`src/design/srpt_pkg.sv`:
```
package srpt_pkg;

  localparam int unsigned NUM_STATES_DEF  = 16;
  localparam int unsigned NUM_PERIODS_DEF = 8;

  localparam logic [10:0] FULL_SHARE = 11'd1024;
  localparam logic [32:0] SUM_MAX    = {33{1'b1}};
  localparam logic [31:0] PLEN_RST   = 32'd4000000;

  localparam logic       CMD_UPDATE = 1'b0;
  localparam logic       CMD_READ   = 1'b1;
  localparam logic [1:0] ACT_KEEP   = 2'd0;
  localparam logic [1:0] ACT_ENTER  = 2'd1;
  localparam logic [1:0] ACT_IDLE   = 2'd2;

  localparam logic [6:0] SHARE_STEPS = 7'd10;
  localparam logic [6:0] COUNT_STEPS = 7'd64;

  typedef struct packed {
    logic        start;
    logic [63:0] num;
    logic [31:0] rem_init;
    logic [6:0]  steps;
  } div_ctl_t;

  typedef struct packed {
    logic        busy;
    logic [31:0] rem;
    logic [9:0]  qlow;
    logic [6:0]  qsat;
    logic [6:0]  qmod;
  } div_stat_t;

  typedef struct packed {
    logic        we;
    logic [5:0]  slot;
    logic [4:0]  idx;
    logic [10:0] data;
  } hist_wr_t;

endpackage

```
`src/design/srpt_if.sv`:
```
interface srpt_in_if;
  logic        valid;
  logic        ready;
  logic        cmd;
  logic [63:0] now;
  logic [1:0]  state_action;
  logic [3:0]  new_state;
  logic [3:0]  read_state;
  logic [2:0]  read_age;

  modport source (output valid, cmd, now, state_action, new_state, read_state, read_age,
                  input ready);
  modport sink (input valid, cmd, now, state_action, new_state, read_state, read_age,
                output ready);
endinterface

interface srpt_out_if;
  logic        valid;
  logic        ready;
  logic [10:0] cell_value;
  logic [10:0] period_total;
  logic [2:0]  current_slot;
  logic        is_active;

  modport source (output valid, cell_value, period_total, current_slot, is_active,
                  input ready);
  modport sink (input valid, cell_value, period_total, current_slot, is_active,
                output ready);
endinterface

```
`src/design/state_residency_period_tracker.sv`:
```
// channel  direction  transaction
// in_i     sink       cmd, now, state_action, new_state, read_state, read_age
// out_o    source     cell_value, period_total, current_slot, is_active
// cfg      write      cfg_we_i / cfg_wdata_i, period_length
//
// A read result sums one history read per state; it then passes S_RDW and S_DONE.
// An update result takes up to two share divisions and a period count, then writes the
// current history slot and min(periods ended - 1, NUM_PERIODS) further slots, one state per cycle.
// in_i is ready only when idle; a finished result waits in the output register.
// Reset clears the tracker registers and history valid bits at once; no clearing pass is needed.
module state_residency_period_tracker #(
  parameter int unsigned NUM_STATES  = srpt_pkg::NUM_STATES_DEF,
  parameter int unsigned NUM_PERIODS = srpt_pkg::NUM_PERIODS_DEF
) (
  input  logic        clk_i,
  input  logic        rst_ni,
  input  logic        cfg_we_i,
  input  logic [31:0] cfg_wdata_i,
  srpt_in_if.sink     in_i,
  srpt_out_if.source  out_o
);
  import srpt_pkg::*;

  localparam int unsigned SW = $clog2(NUM_PERIODS);
  localparam int unsigned IW = (NUM_STATES > 1) ? $clog2(NUM_STATES) : 1;
  localparam logic [IW-1:0] IDX_LAST  = IW'(NUM_STATES - 1);
  localparam logic [SW-1:0] SLOT_LAST = SW'(NUM_PERIODS - 1);
  localparam logic [7:0]    NP8       = 8'(NUM_PERIODS);

  localparam logic [3:0] S_IDLE = 4'd0;
  localparam logic [3:0] S_RD   = 4'd1;
  localparam logic [3:0] S_RDW  = 4'd2;
  localparam logic [3:0] S_U0   = 4'd3;
  localparam logic [3:0] S_U1   = 4'd4;
  localparam logic [3:0] S_U2   = 4'd5;
  localparam logic [3:0] S_CR   = 4'd6;
  localparam logic [3:0] S_CRB  = 4'd7;
  localparam logic [3:0] S_SDIV = 4'd8;
  localparam logic [3:0] S_U3   = 4'd9;
  localparam logic [3:0] S_CDIV = 4'd10;
  localparam logic [3:0] S_COPY = 4'd11;
  localparam logic [3:0] S_FILL = 4'd12;
  localparam logic [3:0] S_FIN  = 4'd13;
  localparam logic [3:0] S_SUM  = 4'd14;
  localparam logic [3:0] S_DONE = 4'd15;

  logic [3:0]  st_q;
  logic [31:0] plen_q;

  logic        cmd_q;
  logic [63:0] now_q;
  logic [1:0]  act_q;
  logic [3:0]  ns_q;
  logic [3:0]  rs_q;

  logic [63:0] pb_q;
  logic [63:0] last_q;
  logic [SW-1:0] slot_q;
  logic [3:0]  act_st_q;
  logic        av_q;
  logic [32:0] ts_q [NUM_STATES];
  logic [10:0] sh_q [NUM_STATES];

  logic [63:0] work_q;
  logic        gtl_q;
  logic [32:0] sval_q;
  logic        second_q;
  logic        cnt_nz_q;
  logic [31:0] rem_q;
  logic [6:0]  qsat_q;
  logic [6:0]  qmod_q;
  logic [6:0]  fill_q;
  logic [IW-1:0] idx_q;
  logic [IW-1:0] ridx_q;
  logic        rv_q;
  logic [SW-1:0] wslot_q;
  logic [SW-1:0] rslot_q;
  logic [15:0] sum_q;
  logic [10:0] cell_q;

  logic        out_valid_q;
  logic [10:0] out_cell_q;
  logic [10:0] out_total_q;
  logic [2:0]  out_slot_q;
  logic        out_act_q;

  div_ctl_t    div_ctl;
  div_stat_t   div_stat;
  hist_wr_t    hist_wr;
  logic [10:0] hist_rd;

  logic [IW-1:0] act_ix;
  logic [64:0]   end_sum;
  logic [64:0]   credit_sum;
  logic [32:0]   credit_sat;
  logic          sh_sat;
  logic [63:0]   diff;
  logic          gtpb;
  logic [7:0]    age_mod;
  logic [7:0]    rslot_w;
  logic [7:0]    slot_add;
  logic [6:0]    fill_w;
  logic [7:0]    slot_ext;

  function automatic logic [SW-1:0] next_slot(input logic [SW-1:0] s);
    return (s == SLOT_LAST) ? '0 : s + SW'(1);
  endfunction

  assign act_ix     = IW'(act_st_q);
  assign end_sum    = {1'b0, pb_q} + 65'(plen_q);
  assign credit_sum = 65'(ts_q[act_ix]) + 65'(work_q);
  assign credit_sat = (credit_sum[64:33] != '0) ? SUM_MAX : credit_sum[32:0];
  assign sh_sat     = sval_q >= {1'b0, plen_q};
  assign diff       = now_q - pb_q;
  assign gtpb       = now_q > pb_q;
  assign fill_w     = qsat_q - 7'd1;
  assign slot_add   = 8'(slot_q) + {1'b0, qmod_q};
  assign slot_ext   = 8'(slot_q);

  always_comb begin
    age_mod = 8'(in_i.read_age);
    for (int k = 0; k < 4; k++) begin
      if (age_mod >= NP8) begin
        age_mod = age_mod - NP8;
      end
    end
    rslot_w = 8'(slot_q) + NP8 - age_mod;
    if (rslot_w >= NP8) begin
      rslot_w = rslot_w - NP8;
    end
  end

  always_comb begin
    div_ctl = '0;
    if (st_q == S_CRB && !sh_sat) begin
      div_ctl.start    = 1'b1;
      div_ctl.rem_init = sval_q[31:0];
      div_ctl.steps    = SHARE_STEPS;
    end else if (st_q == S_U3 && gtpb) begin
      div_ctl.start = 1'b1;
      div_ctl.num   = diff;
      div_ctl.steps = COUNT_STEPS;
    end
  end

  always_comb begin
    hist_wr      = '0;
    hist_wr.slot = 6'(wslot_q);
    hist_wr.idx  = 5'(idx_q);
    if (st_q == S_COPY) begin
      hist_wr.we   = 1'b1;
      hist_wr.data = sh_q[idx_q];
    end else if (st_q == S_FILL) begin
      hist_wr.we   = 1'b1;
      hist_wr.data = (av_q && idx_q == act_ix) ? FULL_SHARE : '0;
    end
  end

  srpt_divider #(
    .NUM_PERIODS (NUM_PERIODS)
  ) u_div (
    .clk_i     (clk_i),
    .rst_ni    (rst_ni),
    .ctl_i     (div_ctl),
    .divisor_i (plen_q),
    .stat_o    (div_stat)
  );

  srpt_history #(
    .NUM_STATES  (NUM_STATES),
    .NUM_PERIODS (NUM_PERIODS)
  ) u_hist (
    .clk_i     (clk_i),
    .rst_ni    (rst_ni),
    .wr_i      (hist_wr),
    .rd_slot_i (6'(rslot_q)),
    .rd_idx_i  (5'(idx_q)),
    .rd_data_o (hist_rd)
  );

  always_ff @(posedge clk_i or negedge rst_ni) begin
    if (!rst_ni) begin
      plen_q <= PLEN_RST;
    end else if (cfg_we_i) begin
      plen_q <= (cfg_wdata_i == '0) ? 32'd1 : cfg_wdata_i;
    end
  end

  always_ff @(posedge clk_i or negedge rst_ni) begin
    if (!rst_ni) begin
      st_q        <= S_IDLE;
      pb_q        <= '0;
      last_q      <= '0;
      slot_q      <= '0;
      act_st_q    <= '0;
      av_q        <= 1'b0;
      for (int k = 0; k < NUM_STATES; k++) begin
        ts_q[k] <= '0;
        sh_q[k] <= '0;
      end
      rv_q        <= 1'b0;
      out_valid_q <= 1'b0;
    end else begin
      rv_q <= (st_q == S_RD);
      if (rv_q) begin
        sum_q <= sum_q + 16'(hist_rd);
        if (5'(ridx_q) == {1'b0, rs_q}) begin
          cell_q <= hist_rd;
        end
      end
      if (out_o.ready && st_q != S_DONE) begin
        out_valid_q <= 1'b0;
      end
      unique case (st_q)
        S_IDLE: begin
          if (in_i.valid) begin
            cmd_q    <= in_i.cmd;
            now_q    <= in_i.now;
            act_q    <= in_i.state_action;
            ns_q     <= in_i.new_state;
            rs_q     <= in_i.read_state;
            rslot_q  <= SW'(rslot_w);
            idx_q    <= '0;
            sum_q    <= '0;
            cell_q   <= '0;
            second_q <= 1'b0;
            st_q     <= (in_i.cmd == CMD_READ) ? S_RD : S_U0;
          end
        end
        S_RD: begin
          ridx_q <= idx_q;
          idx_q  <= idx_q + IW'(1);
          if (idx_q == IDX_LAST) begin
            st_q <= S_RDW;
          end
        end
        S_RDW: begin
          st_q <= S_DONE;
        end
        S_U0: begin
          work_q <= end_sum[64] ? {64{1'b1}} : end_sum[63:0];
          st_q   <= S_U1;
        end
        S_U1: begin
          work_q <= (now_q < work_q) ? now_q : work_q;
          gtl_q  <= now_q > last_q;
          st_q   <= S_U2;
        end
        S_U2: begin
          work_q <= (gtl_q && work_q > last_q) ? work_q - last_q : '0;
          st_q   <= S_CR;
        end
        S_CR: begin
          if (av_q) begin
            ts_q[act_ix] <= credit_sat;
            sval_q       <= credit_sat;
            st_q         <= S_CRB;
          end else begin
            st_q <= second_q ? S_FIN : S_U3;
          end
        end
        S_CRB: begin
          if (sh_sat) begin
            sh_q[act_ix] <= FULL_SHARE;
            st_q         <= second_q ? S_FIN : S_U3;
          end else begin
            st_q <= S_SDIV;
          end
        end
        S_SDIV: begin
          if (!div_stat.busy) begin
            sh_q[act_ix] <= {1'b0, div_stat.qlow};
            st_q         <= second_q ? S_FIN : S_U3;
          end
        end
        S_U3: begin
          if (gtpb) begin
            st_q <= S_CDIV;
          end else begin
            cnt_nz_q <= 1'b0;
            st_q     <= S_FIN;
          end
        end
        S_CDIV: begin
          if (!div_stat.busy) begin
            rem_q  <= div_stat.rem;
            qsat_q <= div_stat.qsat;
            qmod_q <= div_stat.qmod;
            idx_q  <= '0;
            wslot_q <= next_slot(slot_q);
            if (div_stat.qsat == '0) begin
              cnt_nz_q <= 1'b0;
              st_q     <= S_FIN;
            end else begin
              cnt_nz_q <= 1'b1;
              st_q     <= S_COPY;
            end
          end
        end
        S_COPY: begin
          sh_q[idx_q] <= '0;
          ts_q[idx_q] <= '0;
          if (idx_q == IDX_LAST) begin
            idx_q   <= '0;
            fill_q  <= fill_w;
            wslot_q <= next_slot(wslot_q);
            if (fill_w == '0) begin
              second_q <= 1'b1;
              work_q   <= 64'(rem_q);
              st_q     <= S_CR;
            end else begin
              st_q <= S_FILL;
            end
          end else begin
            idx_q <= idx_q + IW'(1);
          end
        end
        S_FILL: begin
          if (idx_q == IDX_LAST) begin
            idx_q   <= '0;
            fill_q  <= fill_q - 7'd1;
            wslot_q <= next_slot(wslot_q);
            if (fill_q == 7'd1) begin
              second_q <= 1'b1;
              work_q   <= 64'(rem_q);
              st_q     <= S_CR;
            end
          end else begin
            idx_q <= idx_q + IW'(1);
          end
        end
        S_FIN: begin
          if (cnt_nz_q) begin
            slot_q <= SW'((slot_add >= NP8) ? slot_add - NP8 : slot_add);
            pb_q   <= now_q - 64'(rem_q);
          end
          last_q <= now_q;
          if (act_q == ACT_ENTER && 32'(ns_q) < NUM_STATES) begin
            act_st_q <= ns_q;
            av_q     <= 1'b1;
          end else if (act_q == ACT_IDLE) begin
            av_q <= 1'b0;
          end
          idx_q  <= '0;
          sum_q  <= '0;
          cell_q <= '0;
          st_q   <= S_SUM;
        end
        S_SUM: begin
          sum_q <= sum_q + 16'(sh_q[idx_q]);
          if (av_q && 5'(idx_q) == {1'b0, act_st_q}) begin
            cell_q <= sh_q[idx_q];
          end
          idx_q <= idx_q + IW'(1);
          if (idx_q == IDX_LAST) begin
            st_q <= S_DONE;
          end
        end
        S_DONE: begin
          if (!out_valid_q || out_o.ready) begin
            out_valid_q <= 1'b1;
            out_cell_q  <= cell_q;
            out_total_q <= (sum_q > 16'(FULL_SHARE)) ? FULL_SHARE : sum_q[10:0];
            out_slot_q  <= slot_ext[2:0];
            out_act_q   <= av_q;
            st_q        <= S_IDLE;
          end
        end
        default: begin
          st_q <= S_IDLE;
        end
      endcase
    end
  end

  assign in_i.ready         = st_q == S_IDLE;
  assign out_o.valid        = out_valid_q;
  assign out_o.cell_value   = out_cell_q;
  assign out_o.period_total = out_total_q;
  assign out_o.current_slot = out_slot_q;
  assign out_o.is_active    = out_act_q;

  a_fill_nonzero: assert property (@(posedge clk_i) disable iff (!rst_ni)
    st_q == S_FILL |-> fill_q != '0)
    else $error("fill pass with no slots left");

  a_out_from_done: assert property (@(posedge clk_i) disable iff (!rst_ni)
    $rose(out_valid_q) |-> $past(st_q) == S_DONE)
    else $error("result raised outside done state");

  a_slot_range: assert property (@(posedge clk_i) disable iff (!rst_ni)
    32'(slot_q) < NUM_PERIODS)
    else $error("slot index out of range");

  a_div_wait: assert property (@(posedge clk_i) disable iff (!rst_ni)
    (st_q == S_CRB && !sh_sat) |=> div_stat.busy)
    else $error("share division did not start");

endmodule

```
`src/design/srpt_divider.sv`:
```
module srpt_divider #(
  parameter int unsigned NUM_PERIODS = srpt_pkg::NUM_PERIODS_DEF
) (
  input  logic                clk_i,
  input  logic                rst_ni,
  input  srpt_pkg::div_ctl_t  ctl_i,
  input  logic [31:0]         divisor_i,
  output srpt_pkg::div_stat_t stat_o
);
  import srpt_pkg::*;

  localparam logic [7:0] NP8  = 8'(NUM_PERIODS);
  localparam logic [7:0] SAT8 = 8'(NUM_PERIODS + 1);

  logic [31:0] rem_q;
  logic [63:0] num_q;
  logic [9:0]  qlow_q;
  logic [6:0]  qsat_q;
  logic [6:0]  qmod_q;
  logic [6:0]  cnt_q;

  logic [32:0] trial;
  logic [32:0] diff;
  logic        fits;
  logic [7:0]  qsat_w;
  logic [7:0]  qmod_w;

  assign trial  = {rem_q, num_q[63]};
  assign fits   = trial >= {1'b0, divisor_i};
  assign diff   = trial - {1'b0, divisor_i};
  assign qsat_w = {qsat_q, fits};
  assign qmod_w = {qmod_q, fits};

  always_ff @(posedge clk_i or negedge rst_ni) begin
    if (!rst_ni) begin
      cnt_q <= '0;
    end else if (ctl_i.start) begin
      cnt_q <= ctl_i.steps;
    end else if (cnt_q != '0) begin
      cnt_q <= cnt_q - 7'd1;
    end
  end

  always_ff @(posedge clk_i) begin
    if (ctl_i.start) begin
      rem_q  <= ctl_i.rem_init;
      num_q  <= ctl_i.num;
      qlow_q <= '0;
      qsat_q <= '0;
      qmod_q <= '0;
    end else if (cnt_q != '0) begin
      rem_q  <= fits ? diff[31:0] : trial[31:0];
      num_q  <= {num_q[62:0], 1'b0};
      qlow_q <= {qlow_q[8:0], fits};
      qsat_q <= (qsat_w > SAT8) ? SAT8[6:0] : qsat_w[6:0];
      qmod_q <= (qmod_w >= NP8) ? 7'(qmod_w - NP8) : qmod_w[6:0];
    end
  end

  assign stat_o.busy = cnt_q != '0;
  assign stat_o.rem  = rem_q;
  assign stat_o.qlow = qlow_q;
  assign stat_o.qsat = qsat_q;
  assign stat_o.qmod = qmod_q;

endmodule

```
`src/design/srpt_history.sv`:
```
module srpt_history #(
  parameter int unsigned NUM_STATES  = srpt_pkg::NUM_STATES_DEF,
  parameter int unsigned NUM_PERIODS = srpt_pkg::NUM_PERIODS_DEF
) (
  input  logic               clk_i,
  input  logic               rst_ni,
  input  srpt_pkg::hist_wr_t wr_i,
  input  logic [5:0]         rd_slot_i,
  input  logic [4:0]         rd_idx_i,
  output logic [10:0]        rd_data_o
);
  import srpt_pkg::*;

  localparam int unsigned SW    = $clog2(NUM_PERIODS);
  localparam int unsigned IW    = (NUM_STATES > 1) ? $clog2(NUM_STATES) : 1;
  localparam int unsigned DEPTH = 2 ** (SW + IW);

  logic [10:0]         mem [DEPTH];
  logic [2**SW-1:0]    valid_q;
  logic [10:0]         rdata_q;
  logic                rvalid_q;

  always_ff @(posedge clk_i) begin
    if (wr_i.we) begin
      mem[{wr_i.slot[SW-1:0], wr_i.idx[IW-1:0]}] <= wr_i.data;
    end
    rdata_q <= mem[{rd_slot_i[SW-1:0], rd_idx_i[IW-1:0]}];
  end

  always_ff @(posedge clk_i or negedge rst_ni) begin
    if (!rst_ni) begin
      valid_q  <= '0;
      rvalid_q <= 1'b0;
    end else begin
      if (wr_i.we) begin
        valid_q[wr_i.slot[SW-1:0]] <= 1'b1;
      end
      rvalid_q <= valid_q[rd_slot_i[SW-1:0]];
    end
  end

  assign rd_data_o = rvalid_q ? rdata_q : '0;

endmodule
```
`src/flat_wrapper.sv`:
```
// flat-port wrapper written by rule: the top's interface ports become plain ports
module state_residency_period_tracker_flat import srpt_pkg::*;
#(
  parameter int unsigned NUM_STATES  = srpt_pkg::NUM_STATES_DEF,
  parameter int unsigned NUM_PERIODS = srpt_pkg::NUM_PERIODS_DEF
)
  (clk_i, rst_ni, cfg_we_i, cfg_wdata_i, in_i_valid, in_i_cmd, in_i_now, in_i_state_action, in_i_new_state, in_i_read_state, in_i_read_age, in_i_ready, out_o_valid, out_o_cell_value, out_o_period_total, out_o_current_slot, out_o_is_active, out_o_ready);
  srpt_in_if in_i_i ();
  srpt_out_if out_o_i ();
  input  logic clk_i;
  input  logic rst_ni;
  input  logic cfg_we_i;
  input  logic [31:0] cfg_wdata_i;
  input wire logic [$bits(in_i_i.valid)-1:0] in_i_valid;
  input wire logic [$bits(in_i_i.cmd)-1:0] in_i_cmd;
  input wire logic [$bits(in_i_i.now)-1:0] in_i_now;
  input wire logic [$bits(in_i_i.state_action)-1:0] in_i_state_action;
  input wire logic [$bits(in_i_i.new_state)-1:0] in_i_new_state;
  input wire logic [$bits(in_i_i.read_state)-1:0] in_i_read_state;
  input wire logic [$bits(in_i_i.read_age)-1:0] in_i_read_age;
  output wire logic [$bits(in_i_i.ready)-1:0] in_i_ready;
  output wire logic [$bits(out_o_i.valid)-1:0] out_o_valid;
  output wire logic [$bits(out_o_i.cell_value)-1:0] out_o_cell_value;
  output wire logic [$bits(out_o_i.period_total)-1:0] out_o_period_total;
  output wire logic [$bits(out_o_i.current_slot)-1:0] out_o_current_slot;
  output wire logic [$bits(out_o_i.is_active)-1:0] out_o_is_active;
  input wire logic [$bits(out_o_i.ready)-1:0] out_o_ready;
  assign in_i_i.valid = in_i_valid;
  assign in_i_i.cmd = in_i_cmd;
  assign in_i_i.now = in_i_now;
  assign in_i_i.state_action = in_i_state_action;
  assign in_i_i.new_state = in_i_new_state;
  assign in_i_i.read_state = in_i_read_state;
  assign in_i_i.read_age = in_i_read_age;
  assign in_i_ready = in_i_i.ready;
  assign out_o_valid = out_o_i.valid;
  assign out_o_cell_value = out_o_i.cell_value;
  assign out_o_period_total = out_o_i.period_total;
  assign out_o_current_slot = out_o_i.current_slot;
  assign out_o_is_active = out_o_i.is_active;
  assign out_o_i.ready = out_o_ready;
  state_residency_period_tracker #(.NUM_STATES(NUM_STATES), .NUM_PERIODS(NUM_PERIODS)) u_core (.clk_i(clk_i), .rst_ni(rst_ni), .cfg_we_i(cfg_we_i), .cfg_wdata_i(cfg_wdata_i), .in_i(in_i_i), .out_o(out_o_i));
endmodule
```
`config.mk`:
```
export PLATFORM = sky130hd
export DESIGN_NAME = state_residency_period_tracker_flat
export DESIGN_NICKNAME = d
export VERILOG_FILES = /design/src/design/srpt_pkg.sv /design/src/design/srpt_if.sv /design/src/design/state_residency_period_tracker.sv /design/src/design/srpt_divider.sv /design/src/design/srpt_history.sv /design/src/flat_wrapper.sv
export SDC_FILE = /design/constraint.sdc
export NUM_CORES = 2
export LEC_CHECK = 0
export ABC_AREA = 1
export BUFFER_PORTS_ARGS = -buffer_cell sky130_fd_sc_hd__buf_4
export CELL_PAD_IN_SITES_DETAIL_PLACEMENT = 1
export CELL_PAD_IN_SITES_GLOBAL_PLACEMENT = 1
export CORE_AREA = 4 4 608 610
export DETAILED_ROUTE_END_ITERATION = 10
export DIE_AREA = 0 0 612 614
export PLACE_DENSITY = 0.67
export SLEW_MARGIN = 30
export SYNTH_ARGS = -nofsm -noshare
export SYNTH_HDL_FRONTEND = slang
export SYNTH_SLANG_ARGS = --single-unit
```
`constraint.sdc`:
```
create_clock -name clk_i -period 13.71 [get_ports clk_i]
set_clock_uncertainty 0.2 [all_clocks]
set_input_delay 2.0565 -clock clk_i [delete_from_list [all_inputs] [get_ports clk_i]]
set_output_delay 2.0565 -clock clk_i [all_outputs]
set_load 0.05 [all_outputs]
```
==> summary by stage <==
Place
The number of input and output port buffers inserted is 142. After legalization and detailed placement, the total HPWL measured 372 mm. The instance count after placement with tap cells included is 19,400.

The weighted congestion at the end of routability-driven global placement is 0.945.

Floorplan
The effective utilization at floorplan is 0.379. The total area inside the core boundary comes to 364,000 µm². The die covers 376,000 µm². 143 I/O pins were placed. The floorplan die width is 612 µm. The count of standard-cell rows is 222. The die is 614 µm tall.

STA
The fmax is 0.137 GHz. The number of pins with negative max-slew slack in the final report is 0. The measured slew at the worst slew-check pin is 1.14 ns. The number of hold violations in the final report was 0. For the finished layout, the period the worst path requires is 7.27 ns. Headroom to the max-slew limit came out at 0.240. The part of the cycle the worst path needs is 0.531.

Setup repair after global routing left no endpoint under its margin. Setup violations remaining at the end of the flow were counted as 0. For the final routed database, the setup TNS stands at 0 ns.

Pwr
The power share of the clock group is 0.263. The share of total power in combinational logic is 0.397. The overall power is 0.0316 W. Of the total power, the share spent switching nets is 0.424. The maximum ir drop on the vdd rail is 170 µV. The leakage power total is 63.3 nW. The power density normalized to cell area is 203 nW/µm². Of the total power, registers draw 0.340. The net switching power figure is 0.0134 W. The internal power of the cells is 0.0182 W.

Critical path
The startpoint type of the worst setup path is a register. The arrival time of the worst setup path is 7.55 ns. Among all stages on the critical path, the largest delay is contributed by sky130_fd_sc_hd__buf_4. Counting both buffers and inverters, the worst setup path holds a total of 4.

Counting stages on the worst path, the most repeated cell is sky130_fd_sc_hd__nand2_1. Grouping stages by cell kind, the critical path spends the most delay in simple AND/OR/NAND/NOR gates. For this run, the slowest stage of the critical path takes 0.76 ns.

The biggest fanout along the worst timing path is 75. The type of the worst setup path is reg -> reg. STA puts the critical path data required time at 13.99 ns. The critical path capture point type is a register.

Clock tree
Clock tree synthesis selected as its root buffer the cell sky130_fd_sc_hd__clkbuf_16. The quantity of gates resized following cts is 0. Clock-pin slew was measured on the worst setup and hold paths at 0.06 ns. The TritonCTS clock tree is done. The buffer count from post-CTS setup fixing is 0. The longest clock path from root to sink contains 4 buffers. The number of clock buffers added by TritonCTS is 308.

In this run the number of H-tree levels came out at 5. The number of sinks driven by the clock tree is 2,716. The clock reaches the later pin of the worst-skew pair after 0.94 ns. The post-cts hold buffer count is 0.

Route
The post-route DRC violation count is 0. Dividing the detail-routed wire length by the instance count gives 27.6 µm. The detailed router finished its first iteration with 10,500 violations.

The number of vias after detailed routing is 114,000. The final routed wirelength across all metal layers is 550 mm. The remaining antenna violation count is 0. The first detailed-routing pass ran for 6 iterations. After detailed routing, the number of vias per cell comes to 5.69.

Synth
Counting every net in the synthesized netlist gives 15,400. For this run, asynchronously set or reset flops after synthesis account for 0.329. Counting flops with a built-in enable in the synthesized netlist gives 1,794. The synthesized design contains 2,716 register bits. The mean instance size in the synthesized netlist is 9.35 µm². The cell area that synthesis handed to floorplanning was 138,000 µm². The unique cell type count in the Yosys netlist is 76. The cell count after synthesis came out at 14,800. The yosys synthesis warning count is 0.

Of the synthesized area, sequential elements account for 0.556. The most used flip-flop cell after synthesis is sky130_fd_sc_hd__edfxtp_1.

GRT
The overall global routing resource usage is 0.286. Entering global routing, the biggest net connects 176 pins. Summed over all layers, the global routing overflow is 0.

The number of global-route vias before repair came to 116,000. The initial antenna violation count came to 13. The first global-routing pass estimated 800 mm of wire.

Cells and area
In the final layout, the share of cells above drive strength 1 is 0.0977. The area growth from synthesis to layout is 12.8%. The number of fill cells is 41,500. Measured on the finished design, the core utilization comes to 0.427.

The number of nets in the finished design is 15,500. The number of non-filler instances in the completed layout is 20,000.

Run
The number of max-cap violations is 0.

Min path
The worst min-delay path class is reg -> reg.

Outcome
The flow ran to the end, and the final reports show no timing, DRC or antenna violations.
## worst paths after layout
| path | start | endpoint | slack [ns] | cells after the start |
|---|---|---|---|---|
| setup / recovery | u_core.act_ix[0]$_DFFE_PN0P_ | u_core.sval_q[32]$_DFFE_PP_ | 6.44 | 26 |
| hold / removal | u_core.u_hist.valid_q[5]$_DFFE_PN0N_ | u_core.u_hist.valid_q[5]$_DFFE_PN0N_ | 0.25 | 2 |
| setup reg to reg | u_core.act_ix[0]$_DFFE_PN0P_ | u_core.sval_q[32]$_DFFE_PP_ | 6.44 | 26 |
| hold reg to reg | u_core.u_hist.valid_q[5]$_DFFE_PN0N_ | u_core.u_hist.valid_q[5]$_DFFE_PN0N_ | 0.25 | 2 |
| max in group asynchronous | rst_ni | u_core.ts_q[104]$_DFFE_PN0P_ | 9.15 | 6 |
| min in group asynchronous | rst_ni | u_core.pb_q[61]$_DFFE_PN0P_ | 0.86 | 1 |
## layer usage
layer,global-route usage,part of all wire,vias up
met1,0.359,0.40,57400
met2,0.480,0.48,3849
met5,0,0.000024,-
li1,-,-,51300
met4,0.167,0.069,2
met3,0.0304,0.054,1160
## per-stage QoR
| stage | setup slack (ns) | cell area [µm²] | hold WS, ns |
|---|---|---|---|
| floorplan | 5.92 | 138000 | 0.218 |
| global placement | 6.62 | 145000 | 0.229 |
| detailed placement | 6.55 | 146000 | 0.239 |
| CTS | 6.53 | 155000 | 0.255 |
| global route | 6.15 | 156000 | 0.272 |
| finish | 6.44 | 156000 | 0.254 |
## sequential cells by signal, summed over array words and instances, names as in the netlist, 33 cells and up
name	cells
u_core.last_q	64
u_core.sval_q	33
u_core.now_q	64
u_core.ts_q	528
u_core.pb_q	64
u_core.u_hist.mem	1408
u_core.sh_q	176
u_core.u_div.num_q	64
u_core.work_q	64
## cells in the final DEF, fill, tap and decap left out, types with 150 or more instances in the layout
cell,n
sky130_fd_sc_hd__nand2_1,3934
sky130_fd_sc_hd__edfxtp_1,1794
sky130_fd_sc_hd__inv_1,1308
sky130_fd_sc_hd__nor2_1,929
sky130_fd_sc_hd__o21ai_0,927
sky130_fd_sc_hd__dfrtp_1,887
sky130_fd_sc_hd__a21oi_1,721
sky130_fd_sc_hd__nand3_1,553
sky130_fd_sc_hd__ha_1,455
sky130_fd_sc_hd__buf_4,449
sky130_fd_sc_hd__a22oi_1,417
sky130_fd_sc_hd__clkbuf_16,315
sky130_fd_sc_hd__nand2_2,289
sky130_fd_sc_hd__nand4_1,234
sky130_fd_sc_hd__o22ai_1,177
sky130_fd_sc_hd__a221oi_1,150
## layout make-up
cell class / instances / area (µm²) / share of cell area
clock buffer: 413 / 8550 / 0.0549
clock inverter: 139 / 1380 / 0.00886
tap: 4816 / 6030 / 0.0387
inverter: 1369 / 5180 / 0.0333
multi-input combinational: 10000 / 53900 / 0.346
timing repair buffer: 473 / 3790 / 0.0243
sequential: 2716 / 76800 / 0.493
antenna: 5 / 12.5 / 0.0000804
## power groups by stage
stage	logic, W	registers (W)	clock network (W)
floorplan	0.00759	0.0106	0
global placement	0.0122	0.0109	0
detailed placement	0.0123	0.0109	0
CTS	0.0124	0.0107	0.00843
global route	0.0136	0.0108	0.00880
finish	0.0125	0.0108	0.00831
## tightest hold or removal path, stage by stage, from the launching register on
cell                      delay [ns]
sky130_fd_sc_hd__dfrtp_1        0.33
sky130_fd_sc_hd__inv_1          0.04
sky130_fd_sc_hd__nand2_1        0.05
## cells in the mapped netlist (16+ instances only)
master,n,share of area
sky130_fd_sc_hd__dfxtp_1,28,0.0041
sky130_fd_sc_hd__buf_6,30,0.0024
sky130_fd_sc_hd__clkinv_1,19,0.00052
sky130_fd_sc_hd__nor2_1,1005,0.027
sky130_fd_sc_hd__a31oi_1,78,0.0035
sky130_fd_sc_hd__edfxtp_1,1794,0.39
sky130_fd_sc_hd__o221ai_1,18,0.0011
sky130_fd_sc_hd__a22oi_1,417,0.023
sky130_fd_sc_hd__inv_2,25,0.00068
sky130_fd_sc_hd__nand3_4,30,0.0038
sky130_fd_sc_hd__o21ai_0,929,0.034
sky130_fd_sc_hd__nor3_1,116,0.0042
sky130_fd_sc_hd__a211oi_1,52,0.0028
sky130_fd_sc_hd__nand2_2,279,0.013
sky130_fd_sc_hd__nand2_1,3949,0.11
sky130_fd_sc_hd__a221oi_1,150,0.0095
sky130_fd_sc_hd__nand3_1,556,0.020
sky130_fd_sc_hd__o2bb2ai_1,18,0.0011
sky130_fd_sc_hd__o211ai_1,118,0.0064
sky130_fd_sc_hd__buf_1,64,0.0017
sky130_fd_sc_hd__nor4_1,51,0.0023
sky130_fd_sc_hd__a22o_1,65,0.0041
sky130_fd_sc_hd__nand3b_1,16,0.00087
sky130_fd_sc_hd__buf_2,58,0.0021
sky130_fd_sc_hd__nand4_1,234,0.011
sky130_fd_sc_hd__o22ai_1,177,0.0080
sky130_fd_sc_hd__a21o_1,46,0.0025
sky130_fd_sc_hd__or2_2,52,0.0024
sky130_fd_sc_hd__dfrtp_1,887,0.16
sky130_fd_sc_hd__inv_1,1325,0.036
sky130_fd_sc_hd__o21bai_1,47,0.0026
sky130_fd_sc_hd__ha_1,455,0.041
sky130_fd_sc_hd__a21oi_1,724,0.026
sky130_fd_sc_hd__xor2_1,117,0.0074
sky130_fd_sc_hd__or4_1,32,0.0017
sky130_fd_sc_hd__o21ai_1,19,0.00069
sky130_fd_sc_hd__xnor2_1,103,0.0065
sky130_fd_sc_hd__clkbuf_1,476,0.013
sky130_fd_sc_hd__a21boi_0,21,0.0011
sky130_fd_sc_hd__o21a_1,28,0.0015
## kinds of logic after synthesis
group / count (synthesis) / share of synthesized area
XOR/XNOR: 220 / 0.0140
multiplexers: 2 / 0.000154
adder cells (fa/ha/maj): 465 / 0.0427
flip-flops: 2716 / 0.556
buffers and inverters: 2005 / 0.0574
AND/OR/NAND/NOR: 6391 / 0.197
AO/OA/AOI/OAI: 2971 / 0.132
(Power assumes the default switching activity.)
